<file path="config.mk">
export PLATFORM = sky130hd
export DESIGN_NAME = deque_with_key_search_top
export DESIGN_NICKNAME = d
export VERILOG_FILES = /design/src/rtl/dqks_pkg.sv /design/src/rtl/deque_with_key_search_top.sv /design/src/rtl/dqks_ram.sv
export SDC_FILE = /design/constraint.sdc
export NUM_CORES = 1
export LEC_CHECK = 0
export BUFFER_PORTS_ARGS = -buffer_cell sky130_fd_sc_hd__buf_2
export CAP_MARGIN = 40
export CORE_ASPECT_RATIO = 2
export CORE_UTILIZATION = 45
export CTS_CLUSTER_DIAMETER = 150
export CTS_CLUSTER_SIZE = 25
export DETAILED_ROUTE_END_ITERATION = 7
export HOLD_SLACK_MARGIN = 0.1
export SYNTH_ARGS = -nofsm -noshare
export SYNTH_HDL_FRONTEND = slang
export SYNTH_SLANG_ARGS = --single-unit
</file>
<file path="constraint.sdc">
create_clock -name clk_i -period 4.74 [get_ports clk_i]
set_input_delay 0.237 -clock clk_i [delete_from_list [all_inputs] [get_ports clk_i]]
set_output_delay 0.237 -clock clk_i [all_outputs]
set_load 0.02 [all_outputs]
</file>
<file path="src/rtl/dqks_pkg.sv">
// Package for the double-ended key store with key search.
// Holds the item types, request codes and controller states; no dependencies.
package dqks_pkg;

  localparam int KeyWidth = 32;
  localparam int OccWidth = 5;

  localparam logic [1:0] REQ_PUSH_FRONT = 2'd0;
  localparam logic [1:0] REQ_PUSH_BACK  = 2'd1;
  localparam logic [1:0] REQ_LOOKUP     = 2'd2;

  localparam logic STATUS_DONE = 1'b0;
  localparam logic STATUS_FULL = 1'b1;

  typedef struct packed {
    logic [1:0]                 req_type;
    logic signed [KeyWidth-1:0] key_value;
  } in_item_t;

  typedef struct packed {
    logic                status;
    logic                found;
    logic [OccWidth-1:0] occupancy;
  } out_item_t;

  typedef enum logic {
    ST_IDLE,
    ST_SCAN
  } state_e;

endpackage

</file>
<file path="src/rtl/deque_with_key_search_top.sv">
// Double-ended key store: ring of keys in one RAM with front/back indices and a count.
// Depends on dqks_pkg and dqks_ram.
// Push: result registered in the cycle after acceptance; one push accepted every cycle while the output is not stalled.
// Lookup: scans the held keys from the front and ends early on a hit, one RAM read per cycle.
// No item is accepted while a lookup scans or while a stalled result holds the output.
// Reset clears indices, count and control; key RAM contents stay undefined until written.
module deque_with_key_search_top #(
  parameter int STORE_DEPTH = 16
) (
  input  logic               clk_i,
  input  logic               rst_ni,
  input  logic               in_valid_i,
  output logic               in_stall_o,
  input  dqks_pkg::in_item_t in_item_i,
  output logic               out_valid_o,
  input  logic               out_stall_i,
  output dqks_pkg::out_item_t out_item_o
);
  import dqks_pkg::*;

  localparam int IW = $clog2(STORE_DEPTH);
  localparam int CW = $clog2(STORE_DEPTH + 1);

  function automatic logic [IW-1:0] idx_inc(input logic [IW-1:0] idx);
    logic [IW-1:0] res;
    if (idx == IW'(STORE_DEPTH - 1)) begin
      res = '0;
    end else begin
      res = idx + IW'(1);
    end
    return res;
  endfunction

  function automatic logic [IW-1:0] idx_dec(input logic [IW-1:0] idx);
    logic [IW-1:0] res;
    if (idx == '0) begin
      res = IW'(STORE_DEPTH - 1);
    end else begin
      res = idx - IW'(1);
    end
    return res;
  endfunction

  state_e state_q, state_d;
  logic [IW-1:0] front_q, front_d;
  logic [IW-1:0] back_q, back_d;
  logic [CW-1:0] count_q, count_d;
  logic [IW-1:0] slot_q, slot_d;
  logic [CW-1:0] left_q, left_d;
  logic [KeyWidth-1:0] key_q, key_d;
  logic          out_valid_q;
  out_item_t     out_q, out_d;

  logic          accept;
  logic          full;
  logic          hit;
  logic          load_out;
  logic          start_scan;
  logic          scan_done;
  logic          wr_en;
  logic [IW-1:0] wr_addr;
  logic          rd_en;
  logic [IW-1:0] rd_addr;
  logic [KeyWidth-1:0] rd_data;
  logic [31:0]   count_ext;

  dqks_ram #(
    .WIDTH(KeyWidth),
    .DEPTH(STORE_DEPTH)
  ) u_store (
    .clk_i    (clk_i),
    .wr_en_i  (wr_en),
    .wr_addr_i(wr_addr),
    .wr_data_i(in_item_i.key_value),
    .rd_en_i  (rd_en),
    .rd_addr_i(rd_addr),
    .rd_data_o(rd_data)
  );

  assign in_stall_o  = (state_q != ST_IDLE) || (out_valid_q && out_stall_i);
  assign accept      = in_valid_i && !in_stall_o;
  assign full        = (count_q == CW'(STORE_DEPTH));
  assign hit         = (rd_data == key_q);
  assign count_ext   = 32'(count_d);
  assign out_valid_o = out_valid_q;
  assign out_item_o  = out_q;

  always_comb begin
    state_d = state_q;
    unique case (state_q)
      ST_IDLE: begin
        if (start_scan) begin
          state_d = ST_SCAN;
        end
      end
      ST_SCAN: begin
        if (scan_done) begin
          state_d = ST_IDLE;
        end
      end
      default: state_d = ST_IDLE;
    endcase
  end

  always_comb begin
    front_d    = front_q;
    back_d     = back_q;
    count_d    = count_q;
    slot_d     = slot_q;
    left_d     = left_q;
    key_d      = key_q;
    load_out   = 1'b0;
    start_scan = 1'b0;
    scan_done  = 1'b0;
    wr_en      = 1'b0;
    wr_addr    = back_q;
    rd_en      = 1'b0;
    rd_addr    = slot_q;
    out_d      = out_q;
    out_d.status = STATUS_DONE;
    out_d.found  = 1'b0;

    unique case (state_q)
      ST_IDLE: begin
        if (accept) begin
          unique case (in_item_i.req_type)
            REQ_PUSH_FRONT: begin
              load_out = 1'b1;
              if (full) begin
                out_d.status = STATUS_FULL;
              end else begin
                wr_en   = 1'b1;
                wr_addr = idx_dec(front_q);
                front_d = idx_dec(front_q);
                count_d = count_q + CW'(1);
              end
            end
            REQ_PUSH_BACK: begin
              load_out = 1'b1;
              if (full) begin
                out_d.status = STATUS_FULL;
              end else begin
                wr_en   = 1'b1;
                wr_addr = back_q;
                back_d  = idx_inc(back_q);
                count_d = count_q + CW'(1);
              end
            end
            REQ_LOOKUP: begin
              if (count_q == '0) begin
                load_out = 1'b1;
              end else begin
                start_scan = 1'b1;
                rd_en      = 1'b1;
                rd_addr    = front_q;
                slot_d     = idx_inc(front_q);
                left_d     = count_q;
                key_d      = in_item_i.key_value;
              end
            end
            default: begin
              load_out = 1'b1;
            end
          endcase
        end
      end
      ST_SCAN: begin
        rd_en   = 1'b1;
        rd_addr = slot_q;
        slot_d  = idx_inc(slot_q);
        left_d  = left_q - CW'(1);
        if (hit || left_q == CW'(1)) begin
          scan_done   = 1'b1;
          load_out    = 1'b1;
          out_d.found = hit;
        end
      end
      default: begin
      end
    endcase

    out_d.occupancy = count_ext[OccWidth-1:0];
  end

  always_ff @(posedge clk_i or negedge rst_ni) begin
    if (!rst_ni) begin
      state_q     <= ST_IDLE;
      front_q     <= '0;
      back_q      <= '0;
      count_q     <= '0;
      out_valid_q <= 1'b0;
    end else begin
      state_q <= state_d;
      front_q <= front_d;
      back_q  <= back_d;
      count_q <= count_d;
      if (load_out) begin
        out_valid_q <= 1'b1;
      end else if (!out_stall_i) begin
        out_valid_q <= 1'b0;
      end
    end
  end

  always_ff @(posedge clk_i) begin
    slot_q <= slot_d;
    left_q <= left_d;
    key_q  <= key_d;
    if (load_out) begin
      out_q <= out_d;
    end
  end

endmodule

</file>
<file path="src/rtl/dqks_ram.sv">
// Generic single-write, single-read RAM with a registered read port.
// No dependencies; contents are undefined until written.
module dqks_ram #(
  parameter int WIDTH = 32,
  parameter int DEPTH = 16
) (
  input  logic                     clk_i,
  input  logic                     wr_en_i,
  input  logic [$clog2(DEPTH)-1:0] wr_addr_i,
  input  logic [WIDTH-1:0]         wr_data_i,
  input  logic                     rd_en_i,
  input  logic [$clog2(DEPTH)-1:0] rd_addr_i,
  output logic [WIDTH-1:0]         rd_data_o
);

  logic [WIDTH-1:0] mem_q [DEPTH];

  always_ff @(posedge clk_i) begin
    if (wr_en_i) begin
      mem_q[wr_addr_i] <= wr_data_i;
    end
    if (rd_en_i) begin
      rd_data_o <= mem_q[rd_addr_i];
    end
  end

endmodule

</file>
# Yosys cells after proc, flatten, opt, wreduce, memory -nomap -nowiden
# Memory sizes are Yosys's and may differ from the RTL's. A register that Yosys moved wholly into a read port is not among the register bits.
# Index checks and enable logic that the tools add are counted.
dict set report word_totals {
  reg_bits 63
  ram_bits 512
  input_bits 38
  out_inout_bits 9
  word_cells 97
  n_memories 1
}
dict set report op_classes {
  n_addsub 6
  n_eq_ne 12
  mux 47
  n_bitwise 5
  n_reduce_logical 15
}
# name depth word_bits read_ports rd_clocked_by_memory_dff write_ports line_no
set mem_list {}
lappend mem_list {u_store.mem_q 16 32 1 1 1 dqks_ram.sv:16} ;# logic [WIDTH-1:0] mem_q [DEPTH];
# cell n
set op_table {}
lappend op_table {{$mux W4} 14}
lappend op_table {{$mux W5} 7}
lappend op_table {{$eq A32 B32 Y1} 1}
lappend op_table {{$mux W1} 20}
lappend op_table {{$pmux W4 S2} 2}
lappend op_table {{$add A4 B1 Y4 const B} 3}
lappend op_table {{$eq A4 B4 Y1 const B} 3}
lappend op_table {{$reduce_and A4 Y1} 3}
lappend op_table {{$pmux W5 S2} 1}
lappend op_table {{$pmux W1 S2} 3}
lappend op_table {{$add A5 B1 Y5 const B} 1}
lappend op_table {{$eq A5 B1 Y1 const B} 1}
lappend op_table {{$eq A5 B5 Y1 const B} 1}
lappend op_table {{$logic_not A5 Y1} 1}
lappend op_table {{$not A1 Y1} 5}
lappend op_table {{$sub A5 B1 Y5 const B} 1}
lappend op_table {{$logic_not A4 Y1} 1}
lappend op_table {{$ne A2 B1 Y1 const B} 2}
lappend op_table {{$ne A2 B2 Y1 const B} 2}
lappend op_table {{$sub A4 B1 Y4 const B} 1}
lappend op_table {{$reduce_and A3 Y1} 1}
lappend op_table {{$reduce_or A3 Y1} 1}
lappend op_table {{$eq A2 B1 Y1 const B} 1}
lappend op_table {{$eq A2 B2 Y1 const B} 1}
lappend op_table {{6 further kinds} 8}

# Logic depth before layout (Yosys ltp)
# Gate-level depths: netlist (run 1).
dict set report depth {
  ltp_word 8
  mapped_depth 11
  depth_no_buf 8
}

# Modules after synthesis
# A second synthesis (run 1) with hierarchy kept.
dict set report hier_totals {
  hier_cells 1067
  hier_area_um2 23142.2
}
# mod n_inst cells_per_inst area_per_inst_um2 seq_area_each_um2
set by_module_without_submodules {}
lappend by_module_without_submodules {dqks_ram 1 838 20155.6 16335.7}
lappend by_module_without_submodules {deque_with_key_search_top 1 229 2986.6 1816.7}

# Worst setup path after synthesis (run 1)
# No wires, ideal clock.
dict set report synth_timing {
  path_type {reg-to-reg}
  startpoint {reg count_q[0]}
  endpoint {mem u_store.mem_q[6][0] (enable)}
  setup_time_ns 0.421
  arrival_ns 3.185
  required_time_ns 4.319
  slack_ns 1.134
  stages_incl_launch_ff 10
  path_buffers 1
  synth_period_minus_slack_ns 3.606
  path_cell_list {dfrtp_1 > inv_1 > ha_1 > nand4bb_1 > nand4_1 > nand2b_1 > clkbuf_1 > a21o_1 > nand2b_1 > nor2_1}
}
dict set report synth_via {
  elab_chain_len 7
  word_cells_on_any_way 11
  classes_between {eq/ne: 1; mux: 10}
}
# item line_no
set synth_rtl {}
lappend synth_rtl {{start: declaration} deque_with_key_search_top.sv:47} ;# logic [CW-1:0] count_q, count_d;
lappend synth_rtl {{start signal: assignment} deque_with_key_search_top.sv:196} ;# count_q <= count_d;
lappend synth_rtl {{$eq A5 B5 Y1 (*)} deque_with_key_search_top.sv:82} ;# assign full = (count_q == CW'(STORE_DEPTH));
lappend synth_rtl {{$mux W1} {deque_with_key_search_top.sv:129, deque_with_key_search_top.sv:140}}
lappend synth_rtl {{$mux W1} -}
lappend synth_rtl {{$mux W1} deque_with_key_search_top.sv:125} ;# if (accept) begin
lappend synth_rtl {{$mux W1} deque_with_key_search_top.sv:123} ;# unique case (state_q)
lappend synth_rtl {{$mux W1} dqks_ram.sv:19} ;# if (wr_en_i) begin
lappend synth_rtl {{$mux W1 (implied by the code)} dqks_ram.sv:20} ;# mem_q[wr_addr_i] <= wr_data_i;
lappend synth_rtl {{end: declaration} dqks_ram.sv:16}
# Mark *: on every way between the ends. The rest lies on a longest branch, timed or not.

# Worst setup path after layout (run 1)
dict set report layout_timing {
  startpoint {reg count_q[0]}
  endpoint {reg u_store.rd_data_o[15] (read register of u_store.mem_q), data pin}
}
dict set report layout_via {
  elab_chain_len 5
  word_cells_on_any_way 9
  classes_between {mux: 8; reduce/logical: 1}
}
# item line_no
set layout_rtl {}
lappend layout_rtl {{$logic_not A5 Y1 (*)} deque_with_key_search_top.sv:150} ;# if (count_q == '0) begin
lappend layout_rtl {{$mux W4 / $mux W1 (equally long branches)} deque_with_key_search_top.sv:150}
lappend layout_rtl {{$mux W4 / $mux W1 (equally long branches)} deque_with_key_search_top.sv:126} ;# unique case (in_item_i.req_type)
lappend layout_rtl {{$mux W4 / $mux W1 (equally long branches)} deque_with_key_search_top.sv:125}
lappend layout_rtl {{$pmux W4 S2 / $pmux W1 S2 (equally long branches)} deque_with_key_search_top.sv:123}
lappend layout_rtl {{end: declaration} dqks_ram.sv:13} ;# output logic [WIDTH-1:0] rd_data_o
# Marks and branches as above.
# A chain may end at the register's enable or synchronous reset.

==> run_results.csv, run 1 <==
group,metric,value,unit
worst_setup_path,path_max_fanout,68,
worst_setup_path,cp-start-kind,"flop",
final_layout,drive_gt1_share,11.0,%
global_route,grt_pass1_vias,12200,
clock_network,cts_root_buf,"clkbuf_16",
final_layout,design_area,0.0260,sq mm
yosys,synth-edff-count,592,
worst_setup_path,timing.rr.end,"u_store.rd_data_o[15]",
clock_network,worstSkewPairLatency,600,ps
timing,slew-limit-headroom,45.4,%
worst_setup_path,crit_path_end,"u_store.rd_data_o[15]",
pwr,p_leak,8.99,nW
clock_network,clkSinkCount,607,
drt,drc_errors,0,
timing,maxSlewViolCount,0,
yosys,syn_avg_cell_area,18.2,sq um
yosys,synth_top_cell_area_share,75.6,%
floorplan,ios,47,
clock_network,clk_pin_slew_worst_paths,110,ps
timing,fin_crit_sh,76.0,%
final_layout,nNetsFinal,1435,
final_layout,syn_to_final_growth,10.7,%
global_route,grt_usage,20.8,%
floorplan,rows,118,
worst_setup_path,crit_chain,"inv_1, ha_1, nor4b_2, and4b_2, mux2i_4, buf_12, buf_12, mux2i_1, o22ai_1, or4_1",
final_layout,antenna_cells,0,
yosys,synthesis.area,0.0235,sq mm
worst_setup_path,end_kind,"flop",
timing,hold_viol,0,
global_route,grt.overflow.total,0,
run,drv_cap,0,
yosys,ys_seq_area_share,77.2,%
timing,skew,26.6,ps
yosys,ys_warn_count,0,
pwr,peakVddDrop,373,uV
drt,final_antenna_net_count,0,
worst_setup_path,crit_slowest_cell,"or4_1",
drt,num_vias,11900,
yosys,synth_top_area_cell,"edfxtp_1",
yosys,syn_inst,1295,
yosys,synthArstFlopShare,2.47,%
timing,rsz0062_at_grt,"false",
final_layout,finalNonFillerCells,2060,
floorplan,die_y,325,um
min_path,hold_class,"input pin to flop",
final_layout,layout_common_cells,"edfxtp_1 (592), mux2i_1 (258), o22ai_1 (129), buf_2 (46), dlygate4sd3_1 (39)",
clock_network,clk_path_buf_depth,3,
global_route,antenna_found_initial,0,
worst_setup_path,crit_required,5080,ps
drt,drt_iter0_markers,1105,
final_layout,n_fill_cell,4214,
timing,setup_ws,1140,ps
yosys,yosysUniqueCellTypes,44,
worst_setup_path,worstReg2RegStart,"count_q[0]",
floorplan,dieArea,0.0533,sq mm
timing,finalSetupTns,0,ps
timing,fmax,0.278,GHz
worst_setup_path,slowest_delay,470,ps
yosys,netlist_top_cells_area,"edfxtp_1 (76%), mux2i_1 (11%), o22ai_1 (3.4%), dfrtp_1 (1.6%), xor2_1 (1.2%)",
pwr,power,13.6,mW
placement,io_buffers,46,
drt,wl_per_cell,26.3,um
timing,setup_violations,0,
global_route,grt_max_degree,69,
yosys,synth_nets,1341,
floorplan,die_width,164,um
placement,gp_congestion,0.826,
drt,viasPerCell,5.77,
floorplan,core,0.0517,sq mm
yosys,synth_ff_type,"edfxtp_1",
worst_setup_path,crit_start,"count_q[0]",
worst_setup_path,ff2ff_setup_slack,1140,ps
placement,dpl.cell_count,1980,
floorplan,start_util,45.5,%
yosys,synth_seq_cells,607,
placement,dpl.hpwl,30.9,mm
drt,drt-total-wl,54.1,mm
clock_network,cts-htree-levels,1,
worst_setup_path,crit_type,"flop to flop",
drt,firstDrtPassIters,5,
worst_setup_path,crit_top_cell,"buf_12",
clock_network,cts_tree,"done",
global_route,grt_first_pass_wirelength,80.0,mm
placement,post-place-ws,1200,ps
timing,worst_slew_pin_slew,820,ps
run_status,status,"complete, no violations",
placement,dpl_cell_area,0.0249,sq mm
pwr,power_density,524,mW/mm^2
worst_setup_path,cp.arrival,3940,ps
worst_setup_path,rr_worst_depth,10,
final_layout,layout.cells.most_common,"edfxtp_1",
timing,timing.final.crit_period,3600,ps
clock_network,cts_buffers,28,
==> through the flow <==
stage	util, %	hold WS [ps]
after detailed placement	48.1	179
after CTS	50.4	168
after global placement	48.1	170
after global routing	50.4	230
after floorplan	-	-58.6
final	50.4	191
==> timing repair <==
item	4_1_cts	5_1_grt
buffers inserted	0	0
hold buffers	39	0
endpoints found under the setup margin	0	0
gates resized for setup	0	0
hold endpoints to repair	567	0
==> routing by layer <==
metal	vias to the layer above	global-route usage (%)	share of wire, %
met5	-	0	0
met1	6212	24.9	39
met3	65	1.54	3.2
met2	265	39.0	55
li1	5345	-	-
met4	0	6.24	2.6
==> critical path, delay by kind of cell (launching register included) <==
| kind | cells | cell delay [ps] |
|---|---|---|
| flops | 1 | 450 |
| buf+inv | 3 | 660 |
| mux | 2 | 710 |
| simple gates | 3 | 1020 |
| fa+ha+maj | 1 | 210 |
| compound gates | 1 | 140 |
==> final cells by class <==
| type | instances | area [sq um] | share of cell area, % |
|---|---|---|---|
| clock buffers | 40 | 767 | 2.94 |
| flip-flops and latches | 607 | 18200 | 69.7 |
| multi-input cells | 608 | 5100 | 19.6 |
| clock inverters | 1 | 20.0 | 0.0769 |
| repair buffers | 129 | 1130 | 4.33 |
| well taps | 660 | 826 | 3.17 |
| inverters | 15 | 56.3 | 0.216 |
==> worst min path at each step <==
stage               start         end  slack (ps)  depth (start not counted)
2_1_floorplan      rst_ni   back_q[0]         -60                          0
5_1_grt        in_valid_i  count_q[0]         230                          3
3_5_place_dp       rst_ni  count_q[4]         180                          1
4_1_cts        in_valid_i  count_q[0]         170                          3
3_3_place_gp       rst_ni  count_q[4]         170                          1
6_report       in_valid_i  count_q[0]         190                          3
==> sequential cells by signal, summed over array words and instances, names as in the netlist <==
name,count
front_q,4
key_q,32
left_q,5
slot_q,4
out_item_o,7
count_q,5
u_store.rd_data_o,32
back_q,4
state_q,1
out_valid_o,1
u_store.mem_q,512
==> power breakdown <==
group	switching, mW	internal, mW	leakage, nW
logic	2.47	1.67	3.05
clock network	1.56	1.14	0.380
registers	0.294	6.50	5.56
total	4.33	9.31	8.99
==> cells by family after synthesis <==
family / count (synthesis) / share of synthesized area, %
buffers and inverters: 80 / 1.94
xor gates and xnor gates: 42 / 1.56
and+or+nand+nor: 124 / 2.97
AOI/OAI and AO/OA: 171 / 4.73
DFF: 607 / 77.2
muxes: 263 / 11.2
adders and majority gates: 8 / 0.425
==> cell usage after synthesis, types with 3 or more instances <==
library cell    n
edfxtp_1      592
mux2i_1       259
o22ai_1       129
xor2_1         33
or4_1          32
nor2_1         28
buf_2          23
buf_4          23
nand2_1        21
dfrtp_1        15
inv_1          14
nor4_1         14
clkbuf_1       10
a21oi_1         9
xnor2_1         9
a21o_1          8
ha_1            8
nand4_1         8
nor3_1          8
o21ai_0         8
buf_6           5
a31oi_1         4
mux2_2          4
a31oi_2         3
buf_1           3
nand2b_1        3
No activity file was read; power rests on OpenSTA's default activity.
==> run 2: changes to the inputs <==
Clock period 4.74 ns to 3.6 ns, I/O delays scaled along.
==> run 2 against run 1 <==
Against the previous run:
- final cell count is 0.73% higher
- final area is 1.2% higher
- register-to-register slack worse by 850 ps
- flip-flop and latch count stayed put
- clock skew hardly changed
- clock power is 36% higher
- combinational power is 38% higher
- wire length is 4.1% higher
- global-route usage is 0.64 points higher
- sequential share of layout area is 0.81 points lower
- largest power group unchanged
==> run_results.csv, run 2 (synthesis results as in run 1) <==
group,metric,value,unit
run_status,status,"complete, no violations",
clock_network,clk_path_buf_depth,3,
drt,final_antenna_net_count,0,
floorplan,dieArea,0.0533,sq mm
final_layout,finalNonFillerCells,2075,
pwr,power,18.3,mW
clock_network,cts_buffers,28,
min_path,hold_class,"input pin to flop",
min_path,hold-path-endpoint,"front_q[2]",
clock_network,cts_setup_buffers,0,
floorplan,start_util,45.5,%
placement,dpl_cell_area,0.0251,sq mm
final_layout,nNetsFinal,1439,
pwr,peakVddDrop,559,uV
run,drv_cap,0,
global_route,grt.overflow.total,0,
timing,timing.final.crit_period,3310,ps
global_route,grt_first_pass_wirelength,81.6,mm
global_route,grt_pass1_vias,12400,
final_layout,layout.cells.most_common,"edfxtp_1",
worst_setup_path,crit_top_cell,"nand2b_1",
placement,dpl.cell_count,1984,
timing,skew,27.0,ps
timing,fmax,0.302,GHz
placement,io_buffers,46,
floorplan,die_y,325,um
worst_setup_path,timing.rr.end,"u_store.mem_q[6][15]",
worst_setup_path,rr_worst_depth,9,
final_layout,design_area,0.0264,sq mm
final_layout,n_fill_cell,4155,
worst_setup_path,cp-start-kind,"flop",
worst_setup_path,path_max_fanout,29,
clock_network,cts-htree-levels,1,
min_path,min_delay_path_depth,5,
floorplan,core,0.0517,sq mm
placement,gp_congestion,0.844,
min_path,hold_start,"in_valid_i",
floorplan,die_width,164,um
final_layout,final_util,51.0,%
clock_network,clkSinkCount,607,
global_route,antenna_found_initial,0,
final_layout,regMostFlops,"u_store.mem_q",
drt,viasPerCell,5.75,
final_layout,largest_reg_flops,512,
final_layout,antenna_cells,0,
final_layout,drive_gt1_share,11.2,%
final_layout,reg.largest.list,"u_store.mem_q: 512 flops, key_q: 32 flops, u_store.rd_data_o: 32 flops",
final_layout,multi_input_area,0.00510,sq mm
drt,drt_iter0_markers,932,
worst_setup_path,worst-path-buf-inv,2,
timing,rsz0062_at_grt,"false",
drt,num_vias,11900,
timing,fin_crit_sh,91.9,%
worst_setup_path,worstReg2RegStart,"count_q[0]",
worst_setup_path,cp.arrival,3570,ps
global_route,grt_max_degree,52,
clock_network,cts_root_buf,"clkbuf_16",
drt,drc_errors,0,
worst_setup_path,end_kind,"flop",
drt,wl_per_cell,27.1,um
floorplan,ios,47,
final_layout,syn_to_final_growth,12.0,%
clock_network,cts_tree,"done",
placement,dpl.hpwl,30.7,mm
worst_setup_path,crit_slowest_cell,"dfrtp_1",
worst_setup_path,crit_type,"flop to flop",
worst_setup_path,slowest_delay,430,ps
floorplan,rows,118,
timing,worst_slew_pin_slew,868,ps
final_layout,layout_common_cells,"edfxtp_1 (592), mux2i_1 (258), o22ai_1 (129), buf_2 (46), dlygate4sd3_1 (39)",
worst_setup_path,ff2ff_setup_slack,290,ps
timing,maxSlewViolCount,0,
clock_network,cts_resized,0,
global_route,grt_usage,21.4,%
worst_setup_path,cp_top_family,"simple AND/OR/NAND/NOR gates",
pwr,p_leak,9.08,nW
pwr,power_density,694,mW/mm^2
final_layout,seq_area,0.0182,sq mm
worst_setup_path,crit_chain,"inv_1, ha_1, nand4bb_1, nand4_1, nand2b_1, a21o_1, nand2b_1, nor2_4, buf_12",
clock_network,clk_pin_slew_worst_paths,110,ps
timing,setup_violations,0,
drt,firstDrtPassIters,5,
timing,hold_viol,0,
drt,drt-total-wl,56.3,mm
worst_setup_path,crit_required,3860,ps
clock_network,worstSkewPairLatency,600,ps
timing,slew-limit-headroom,41.6,%
run 2: cell count changes in the layout (fill, tap and decap cells not counted), sizes merged:
| cell | delta |
|---|---|
| clkbuf | +11 |
| buf | +5 |
| clkdlybuf4s18 | -1 |
run 2: cell type report:
type,count,share of cell area (%)
flip-flops and latches,607,68.9
multi-input cells,608,19.3
repair buffers,133,5.29
well taps,660,3.13
clock buffers,51,3.07
inverters,15,0.214
clock inverters,1,0.0760
run 2: timing repair:
item                                    CTS  global route
endpoints found under the hold margin   567             0
hold buffers                             39             0
endpoints found under the setup margin    0             0
run 2: layer usage:
| metal | global-route usage (%) | part of all wire (%) | up-vias |
|---|---|---|---|
| met3 | 2.12 | 4.0 | 71 |
| met2 | 41.1 | 56 | 314 |
| li1 | - | - | 5365 |
| met5 | 0 | 0 | - |
| met4 | 7.37 | 3.0 | 0 |
| met1 | 24.1 | 37 | 6185 |
run 2: worst max-delay path by stage:
stage | startpoint | endpoint | slack [ps] | depth (start not counted)
2_1_floorplan | count_q[0] | u_store.mem_q[6][0] | -6 | 9
3_3_place_gp | count_q[0] | u_store.mem_q[13][19] | 340 | 9
3_5_place_dp | count_q[0] | u_store.rd_data_o[30] | 340 | 10
4_1_cts | count_q[0] | u_store.rd_data_o[30] | 310 | 10
5_1_grt | count_q[0] | u_store.mem_q[13][11] | 190 | 9
6_report | count_q[0] | u_store.mem_q[6][15] | 290 | 9
run 2: power breakdown:
| group | internal (mW) | leakage (nW) | switching, mW | total (mW) |
|---|---|---|---|---|
| Sequential | 8.56 | 5.56 | 0.375 | 8.94 |
| Clock | 1.55 | 0.393 | 2.10 | 3.65 |
| Combinational | 2.34 | 3.13 | 3.38 | 5.72 |
run 2: through the flow:
stage                     hold WS, ps  setup TNS, ps  worst slack, ps
final                             169              0              292
after global routing              218              0              193
after CTS                         137              0              309
after detailed placement          124              0              342
after global placement            125              0              341
after floorplan                  -116           -709            -5.67
run 2: tightest hold or removal path: stages:
cell	delay (ps)
buf_2	120
nand2_1	110
nor2_1	140
nand4_1	140
xnor2_1	60
